`src/design/pcxrld_pkg.sv`:
```
`timescale 1ns / 1ps
// ----------------------------------------------------------------------------
// pcxrld_pkg
// Shared types and constants for the PCX run-length line decoder.
// ----------------------------------------------------------------------------
package pcxrld_pkg;

    localparam int LEN_W     = 14;   // line length, column and line counters
    localparam int BYTE_W    = 8;
    localparam int RUN_W     = 6;    // run count / run length
    localparam int CFG_IDX_W = 2;

    localparam logic [LEN_W-1:0]  MAX_LINE_BYTES = LEN_W'(8192);
    localparam logic [1:0]        RUN_MARK       = 2'b11;   // top bits of a run header

    typedef enum logic [CFG_IDX_W-1:0] {
        CFG_LINE_BYTES    = 2'd0,
        CFG_VISIBLE_BYTES = 2'd1,
        CFG_LINE_TOTAL    = 2'd2
    } cfg_idx_t;

    // one result transaction
    typedef struct packed {
        logic [BYTE_W-1:0] value;
        logic [RUN_W-1:0]  length;
        logic              padding;
        logic              line_done;
        logic              image_done;
        logic              last;
    } run_res_t;

endpackage

```
`src/design/pcx_rle_line_decoder_top.sv`:
```
`timescale 1ns / 1ps
// ----------------------------------------------------------------------------
// pcx_rle_line_decoder_top
// PCX run-length decoder: compressed bytes in, clipped and padded runs out.
// ----------------------------------------------------------------------------
//
//  Channel  Handshake              Payload
//  -------  ---------------------  ---------------------------------------------
//  in       in_valid / in_stall    code_byte, image_start
//  out      out_valid / out_stall  run_value, run_length, is_padding, line_done,
//                                  image_done, last_of_item
//  cfg      cfg_valid / cfg_ready  cfg_index, cfg_data (write only)
//
//  One input byte is decoded in the cycle it is accepted; its zero, one or two
//  results land in a two-entry output queue and show up the next cycle.
//  A byte is taken when the queue is empty, or holds one result that leaves in
//  the same cycle: one-result bytes stream at one per clock while out_stall is
//  low; a two-result byte (visible run plus line-end padding) stalls input.
//  Reset clears decode state and the queue, registers come up at 1; cfg_ready
//  is tied high; write the port only while the block is idle (unenforced).
// ----------------------------------------------------------------------------
module pcx_rle_line_decoder_top (
    input  logic                                   clk,
    input  logic                                   rst_n,

    input  logic                                   in_valid,
    output logic                                   in_stall,
    input  logic [pcxrld_pkg::BYTE_W-1:0]          code_byte,
    input  logic                                   image_start,

    output logic                                   out_valid,
    input  logic                                   out_stall,
    output logic [pcxrld_pkg::BYTE_W-1:0]          run_value,
    output logic [pcxrld_pkg::RUN_W-1:0]           run_length,
    output logic                                   is_padding,
    output logic                                   line_done,
    output logic                                   image_done,
    output logic                                   last_of_item,

    input  logic                                   cfg_valid,
    output logic                                   cfg_ready,
    input  logic [pcxrld_pkg::CFG_IDX_W-1:0]       cfg_index,
    input  logic [pcxrld_pkg::LEN_W-1:0]           cfg_data
);
    import pcxrld_pkg::*;

    // ---------------------------------------------------------------- config
    logic [LEN_W-1:0] line_bytes_reg;
    logic [LEN_W-1:0] visible_bytes_reg;
    logic [LEN_W-1:0] line_total_reg;

    assign cfg_ready = 1'b1;

    always_ff @(posedge clk or negedge rst_n)
    begin
        if (!rst_n)
        begin
            line_bytes_reg    <= LEN_W'(1);
            visible_bytes_reg <= LEN_W'(1);
            line_total_reg    <= LEN_W'(1);
        end
        else if (cfg_valid && cfg_ready)
        begin
            unique case (cfg_idx_t'(cfg_index))
                CFG_LINE_BYTES:    line_bytes_reg    <= cfg_data;
                CFG_VISIBLE_BYTES: visible_bytes_reg <= cfg_data;
                CFG_LINE_TOTAL:    line_total_reg    <= cfg_data;
                default: ;  // unused index, write dropped
            endcase
        end
    end

    // Effective lengths: zero acts as one, line lengths saturate at the max,
    // and the visible width never exceeds the line.
    logic [LEN_W-1:0] lb_eff;
    logic [LEN_W-1:0] vis_raw;
    logic [LEN_W-1:0] vis_eff;
    logic [LEN_W-1:0] lt_eff;

    always_comb
    begin
        if (line_bytes_reg == '0)
            lb_eff = LEN_W'(1);
        else if (line_bytes_reg > MAX_LINE_BYTES)
            lb_eff = MAX_LINE_BYTES;
        else
            lb_eff = line_bytes_reg;

        if (visible_bytes_reg == '0)
            vis_raw = LEN_W'(1);
        else if (visible_bytes_reg > MAX_LINE_BYTES)
            vis_raw = MAX_LINE_BYTES;
        else
            vis_raw = visible_bytes_reg;

        vis_eff = (vis_raw > lb_eff) ? lb_eff : vis_raw;
        lt_eff  = (line_total_reg == '0) ? LEN_W'(1) : line_total_reg;
    end

    // ---------------------------------------------------------- decode state
    logic              await_value_reg, await_value_next;
    logic [RUN_W-1:0]  pending_reg,     pending_next;
    logic [LEN_W-1:0]  column_reg,      column_next;
    logic [LEN_W-1:0]  line_index_reg,  line_index_next;
    logic              finished_reg,    finished_next;

    // output queue, slot 0 is the head
    run_res_t          slot0_reg, slot0_next;
    run_res_t          slot1_reg, slot1_next;
    logic [1:0]        count_reg, count_next;

    logic in_take;
    logic out_pop;

    assign out_pop  = out_valid && !out_stall;
    assign in_stall = !((count_reg == 2'd0) || ((count_reg == 2'd1) && out_pop));
    assign in_take  = in_valid && !in_stall;

    // start-of-image clears position before the byte is taken
    logic              aw_cur;
    logic [RUN_W-1:0]  pend_cur;
    logic [LEN_W-1:0]  col_cur;
    logic [LEN_W-1:0]  lidx_cur;
    logic              fin_cur;

    assign aw_cur   = image_start ? 1'b0 : await_value_reg;
    assign pend_cur = image_start ? '0   : pending_reg;
    assign col_cur  = image_start ? '0   : column_reg;
    assign lidx_cur = image_start ? '0   : line_index_reg;
    assign fin_cur  = image_start ? 1'b0 : finished_reg;

    logic              is_header;
    logic              decode_run;    // a byte that carries pixel data
    logic [RUN_W-1:0]  run_n;
    logic [LEN_W-1:0]  remain;
    logic [RUN_W-1:0]  take;
    logic [LEN_W-1:0]  vis_gap;
    logic [RUN_W-1:0]  vis_len;
    logic [LEN_W-1:0]  col_sum;
    logic              line_end;
    logic [1:0]        pad_len;
    logic [LEN_W-1:0]  lidx_inc;
    logic              img_end;
    logic              has_vis;
    logic              has_tail;
    logic [1:0]        n_new;
    run_res_t          res_vis;
    run_res_t          res_tail;
    run_res_t          push0;
    run_res_t          push1;

    always_comb
    begin
        is_header  = !aw_cur && (code_byte[BYTE_W-1 -: 2] == RUN_MARK);
        run_n      = aw_cur ? pend_cur : RUN_W'(1);
        decode_run = !fin_cur && !is_header && (run_n != '0);

        // clip to the rest of the line
        remain  = (col_cur < lb_eff) ? (lb_eff - col_cur) : LEN_W'(1);
        take    = ({{(LEN_W-RUN_W){1'b0}}, run_n} < remain) ? run_n : remain[RUN_W-1:0];

        // and to the visible part
        vis_gap = vis_eff - col_cur;
        if (col_cur < vis_eff)
            vis_len = (vis_gap < {{(LEN_W-RUN_W){1'b0}}, take}) ? vis_gap[RUN_W-1:0] : take;
        else
            vis_len = '0;

        col_sum  = col_cur + {{(LEN_W-RUN_W){1'b0}}, take};
        line_end = decode_run && (col_sum >= lb_eff);
        pad_len  = 2'd0 - vis_eff[1:0];
        lidx_inc = lidx_cur + LEN_W'(1);
        img_end  = line_end && (lidx_inc >= lt_eff);

        has_vis  = decode_run && (vis_len != '0);
        // padding, or a bare end marker when nothing else marks the line end
        has_tail = line_end && ((pad_len != 2'd0) || !has_vis);

        res_vis.value      = code_byte;
        res_vis.length     = vis_len;
        res_vis.padding    = 1'b0;
        res_vis.line_done  = line_end && !has_tail;
        res_vis.image_done = img_end && !has_tail;
        res_vis.last       = !has_tail;

        res_tail.value      = '0;
        res_tail.length     = {{(RUN_W-2){1'b0}}, pad_len};
        res_tail.padding    = (pad_len != 2'd0);
        res_tail.line_done  = 1'b1;
        res_tail.image_done = img_end;
        res_tail.last       = 1'b1;

        push0 = has_vis ? res_vis : res_tail;
        push1 = res_tail;
        n_new = {1'b0, has_vis} + {1'b0, has_tail};
    end

    // next decode state
    always_comb
    begin
        await_value_next = await_value_reg;
        pending_next     = pending_reg;
        column_next      = column_reg;
        line_index_next  = line_index_reg;
        finished_next    = finished_reg;

        if (in_take)
        begin
            await_value_next = aw_cur;
            pending_next     = pend_cur;
            column_next      = col_cur;
            line_index_next  = lidx_cur;
            finished_next    = fin_cur;

            if (!fin_cur)
            begin
                if (is_header)
                begin
                    await_value_next = 1'b1;
                    pending_next     = code_byte[RUN_W-1:0];
                end
                else
                begin
                    await_value_next = 1'b0;
                    pending_next     = '0;
                    if (decode_run)
                    begin
                        if (line_end)
                        begin
                            column_next     = '0;
                            line_index_next = lidx_inc;
                            finished_next   = img_end;
                        end
                        else
                        begin
                            column_next = col_sum;
                        end
                    end
                end
            end
        end
    end

    // output queue update
    always_comb
    begin
        slot0_next = slot0_reg;
        slot1_next = slot1_reg;
        count_next = count_reg;

        if (out_pop)
        begin
            slot0_next = slot1_reg;
            count_next = count_reg - 2'd1;
        end

        if (in_take && (n_new != 2'd0))
        begin
            if (count_next == 2'd0)
            begin
                slot0_next = push0;
                slot1_next = push1;
            end
            else
            begin
                slot1_next = push0;
            end
            count_next = count_next + n_new;
        end
    end

    always_ff @(posedge clk or negedge rst_n)
    begin
        if (!rst_n)
        begin
            await_value_reg <= 1'b0;
            pending_reg     <= '0;
            column_reg      <= '0;
            line_index_reg  <= '0;
            finished_reg    <= 1'b0;
            count_reg       <= 2'd0;
        end
        else
        begin
            await_value_reg <= await_value_next;
            pending_reg     <= pending_next;
            column_reg      <= column_next;
            line_index_reg  <= line_index_next;
            finished_reg    <= finished_next;
            count_reg       <= count_next;
        end
    end

    // result payload needs no reset
    always_ff @(posedge clk)
    begin
        slot0_reg <= slot0_next;
        slot1_reg <= slot1_next;
    end

    assign out_valid    = (count_reg != 2'd0);
    assign run_value    = slot0_reg.value;
    assign run_length   = slot0_reg.length;
    assign is_padding   = slot0_reg.padding;
    assign line_done    = slot0_reg.line_done;
    assign image_done   = slot0_reg.image_done;
    assign last_of_item = slot0_reg.last;

`ifndef SYNTHESIS
    // queue never overfills
    a_count_range: assert property (@(posedge clk) disable iff (!rst_n)
        count_reg != 2'd3)
        else $error("output queue count out of range");

    // a non-final result always has its partner queued right behind it
    a_pair_kept: assert property (@(posedge clk) disable iff (!rst_n)
        (out_valid && !slot0_reg.last) |-> (count_reg == 2'd2))
        else $error("first result of a pair without its partner");

    // column stays inside the longest line
    a_column_bound: assert property (@(posedge clk) disable iff (!rst_n)
        column_reg < MAX_LINE_BYTES)
        else $error("column beyond maximum line length");

    // an image only finishes after at least one line
    a_finish_lines: assert property (@(posedge clk) disable iff (!rst_n)
        finished_reg |-> (line_index_reg != '0))
        else $error("image finished with no line done");

    // a pending run header never survives into the finished state
    a_no_await_done: assert property (@(posedge clk) disable iff (!rst_n)
        await_value_reg |-> !finished_reg)
        else $error("awaiting run value after image end");
`endif

endmodule
```
`config.mk`:
```
export PLATFORM = sky130hd
export DESIGN_NAME = pcx_rle_line_decoder_top
export DESIGN_NICKNAME = d
export VERILOG_FILES = /design/src/design/pcxrld_pkg.sv /design/src/design/pcx_rle_line_decoder_top.sv
export SDC_FILE = /design/constraint.sdc
export NUM_CORES = 1
export LEC_CHECK = 0
export BUFFER_PORTS_ARGS = -buffer_cell sky130_fd_sc_hd__buf_2
export CAP_MARGIN = 20
export CELL_PAD_IN_SITES_DETAIL_PLACEMENT = 1
export CELL_PAD_IN_SITES_GLOBAL_PLACEMENT = 2
export CORE_UTILIZATION = 39
export CTS_CLUSTER_SIZE = 24
export DETAILED_ROUTE_END_ITERATION = 16
export PLACE_DENSITY = 0.85
export SYNTH_ARGS = -nofsm -noshare
export SYNTH_HDL_FRONTEND = slang
export SYNTH_SLANG_ARGS = --single-unit
```
`constraint.sdc`:
```
create_clock -name clk -period 9.92 [get_ports clk]
set_input_delay 2.976 -clock clk [delete_from_list [all_inputs] [get_ports clk]]
set_output_delay 2.976 -clock clk [all_outputs]
set_load 0.05 [all_outputs]
```
==> flow_summary_export.csv <==
group,metric,value,unit
grt,grt_use_met2,0.440,
sta,tightest_slew,0.993,ns
power_and_ir_drop,p_per_area,308,nW/um^2
clock_network,clk_path_buf_depth,2,
floorplanning,die-height,155,um
sta,fmax,0.102,GHz
layout,fin_nets,1315,
yosys,synth_area_leader_cell,"dfrtp_1",
clock_network,clock-sinks,116,
clock_network,numCtsBuffers,17,
floorplanning,die_width,155,um
route,vias,8493,
worst_setup_path,crit_fanout,6,
layout,area_growth,30.1,%
route,remaining_drc_errors,0,
yosys,ys_warn_count,0,
worst_hold_path,hold_class,"reg -> reg",
route,drt_iter0_markers,475,
grt,top_usage_layer,"met2",
grt,grt_usage,0.260,
power_and_ir_drop,ir_drop,0.000141,V
clock_network,h-tree-depth,4,
route,via_per_inst,5.59,
place,place_area,10700,sq um
yosys,synthTopCellsByArea,"dfrtp_1 21%, ha_1 12%, mux2_2 7.0%, edfxtp_1 5.9%, nand2_1 5.3%",
yosys,synthFlopType,"dfrtp_1",
grt,grtUsageMet1,0.338,
yosys,netlist_instances,1021,
floorplanning,design.core.area,22800,sq um
worst_setup_path,crit_type,"in -> reg",
worst_setup_path,cpMaxStageDelayCell,"fa_2",
sta,clock_skew,0.00869,ns
grt,grt_pass1_vias,8925,
yosys,syn_area_per_cell,8.98,sq um
clock_network,root_buffer,"clkbuf_16",
grt,grt_max_degree,75,
yosys,async_flop_share,0.690,
yosys,synth_most_common_cell,"nand2_1",
yosys,synth_seq_cells,116,
sta,hold_ws,0.501,ns
sta,slew_headroom,0.338,
grt,grt_overflow,0,
worst_setup_path,cp-end-kind,"flop",
yosys,yosysSeqAreaShare,0.317,
yosys,syn_area,9170,sq um
route,firstDrtPassIters,5,
place,portBuffers,49,
clock_network,cts_hold_buf,0,
place,routabilityCongestion,0.938,
flow_run,drv_cap,0,
clock_network,cts_tree,"done",
worst_setup_path,crit_top_cell,"a21oi_2",
route,wl_per_cell,20.8,um
place,dp.final_hpwl,23.6,mm
yosys,synth-edff-count,18,
worst_setup_path,worstPathRequired,10.23,ns
yosys,netlist_top_cells_count,"130 x nand2_1, 90 x ha_1, 77 x dfrtp_1",
worst_setup_path,r2r_setup_slack,1.57,ns
run_status,run_status,"complete, no violations",
yosys,synth_top_cell_area_share,0.210,
worst_setup_path,cp-start-kind,"input port",
grt,grt_pass1_wl,48.4,mm
route,wirelength,31.5,mm
layout,final_area,11900,sq um
floorplanning,rows,55,
sta,finalMaxSlewViolations,0,
sta,post-route-period-util,0.988,
layout,drive_gt1_frac,0.317,
floorplanning,start_util,0.401,
grt,use_met3,0.0437,
layout,insertedDiodeCount,0,
route,drtAntennaViolNets,0,
sta,setup_violations,0,
sta,finalHoldViolations,0,
layout,largest_reg_flops,18,
power_and_ir_drop,leakage,5.49,nW
worst_setup_path,critPathMaxStageDelay,0.37,ns
yosys,yosysUniqueCellTypes,83,
clock_network,clkTransAtPathRegs,0.06,ns
layout,fin_util,0.522,
yosys,syn-num-nets,1144,
clock_network,clk_latency,0.44,ns
sta,period_minus_slack,9.80,ns
worst_setup_path,cp.arrival,10.10,ns
floorplanning,pin_count,51,
grt,antenna_found_initial,0,
floorplanning,die-area,24100,sq um
==> placed cells by master, fill, tap and decap left out, drive strengths merged, types with 30 or more instances in the layout <==
master,count
dfrtp,77
xnor2,34
inv,73
o21ai,40
ha,90
mux2,58
nor2b,30
nand2,130
buf,188
a21oi,61
nor2,46
==> path summary, 6_finish.rpt <==
| kind | from | end | cells past startpoint |
|---|---|---|---|
| min in group asynchronous | rst_n | count_reg[0]$_DFF_PN0_ | 1 |
| max in group asynchronous | rst_n | visible_bytes_reg[12]$_DFFE_PN0P_ | 2 |
| min reg2reg | column_reg[11]$_DFFE_PN0P_ | column_reg[11]$_DFFE_PN0P_ | 1 |
| max | image_start | count_reg[1]$_DFF_PN0_ | 43 |
| min | column_reg[11]$_DFFE_PN0P_ | column_reg[11]$_DFFE_PN0P_ | 1 |
| max reg2reg | line_bytes_reg[6]$_DFFE_PN0P_ | count_reg[1]$_DFF_PN0_ | 38 |
==> per-stage QoR <==
step	TNS [ns]	worst slack (ns)	power (W)	instances
floorplan	-0.949	-0.118	0.00208	1021
global placement	-34.76	-0.767	0.00270	1463
detailed placement	-47.56	-0.968	0.00276	1463
CTS	0	0.00232	0.00351	1503
global route	-1.65	-0.111	0.00389	1518
finish	0	0.124	0.00367	1518
==> report_power, final <==
part | internal [W] | switching, W
sequential | 0.000621 | 0.0000789
combinational | 0.000979 | 0.00131
clock | 0.000429 | 0.000252
total | 0.00203 | 0.00164
==> timing repair <==
action	4_1_cts	5_1_grt
buffers inserted	8	15
resized for setup	21	60
endpoints found under the setup margin	45	65
gates cloned	0	1
hold endpoints to repair	0	0
pin swaps	5	49
==> layout make-up <==
cell class | count | area (sq um)
Fill cell | 2659 | 10900
Multi-Input combinational cell | 800 | 6340
Sequential cell | 116 | 2910
Timing Repair Buffer | 189 | 1390
Clock buffer | 20 | 479
Tap cell | 313 | 392
Inverter | 68 | 262
Clock inverter | 12 | 163
==> routing by layer <==
layer | share of wire | vias to the layer above | wire [um]
li1 | - | 4028 | -
met1 | 0.44 | 4218 | 14000
met2 | 0.49 | 189 | 15400
met3 | 0.040 | 58 | 1270
met4 | 0.026 | 0 | 835
met5 | 0 | - | 0
==> logic make-up (layout without fill, tap and decap cells) <==
kind of cell | count (synthesis) | count (layout) | share of synthesized area
and+or+nand+nor | 332 | 332 | 0.180
AOI/OAI and AO/OA | 240 | 240 | 0.178
DFF | 116 | 116 | 0.317
buffers and inverters | 105 | 289 | 0.0473
adders and majority gates | 95 | 95 | 0.132
muxes | 79 | 79 | 0.0949
xor gates and xnor gates | 53 | 53 | 0.0506
other | 1 | 1 | 0.000409
==> critical path: cells and delay by family <==
family / cells / cell delay, ns
buffers and inverters: 6 / 0.73
AOI/OAI and AO/OA: 13 / 2.16
adders and majority gates: 8 / 2.14
xor gates and xnor gates: 3 / 0.48
and+or+nand+nor: 13 / 1.56
Power figures use the tool's default switching activity.
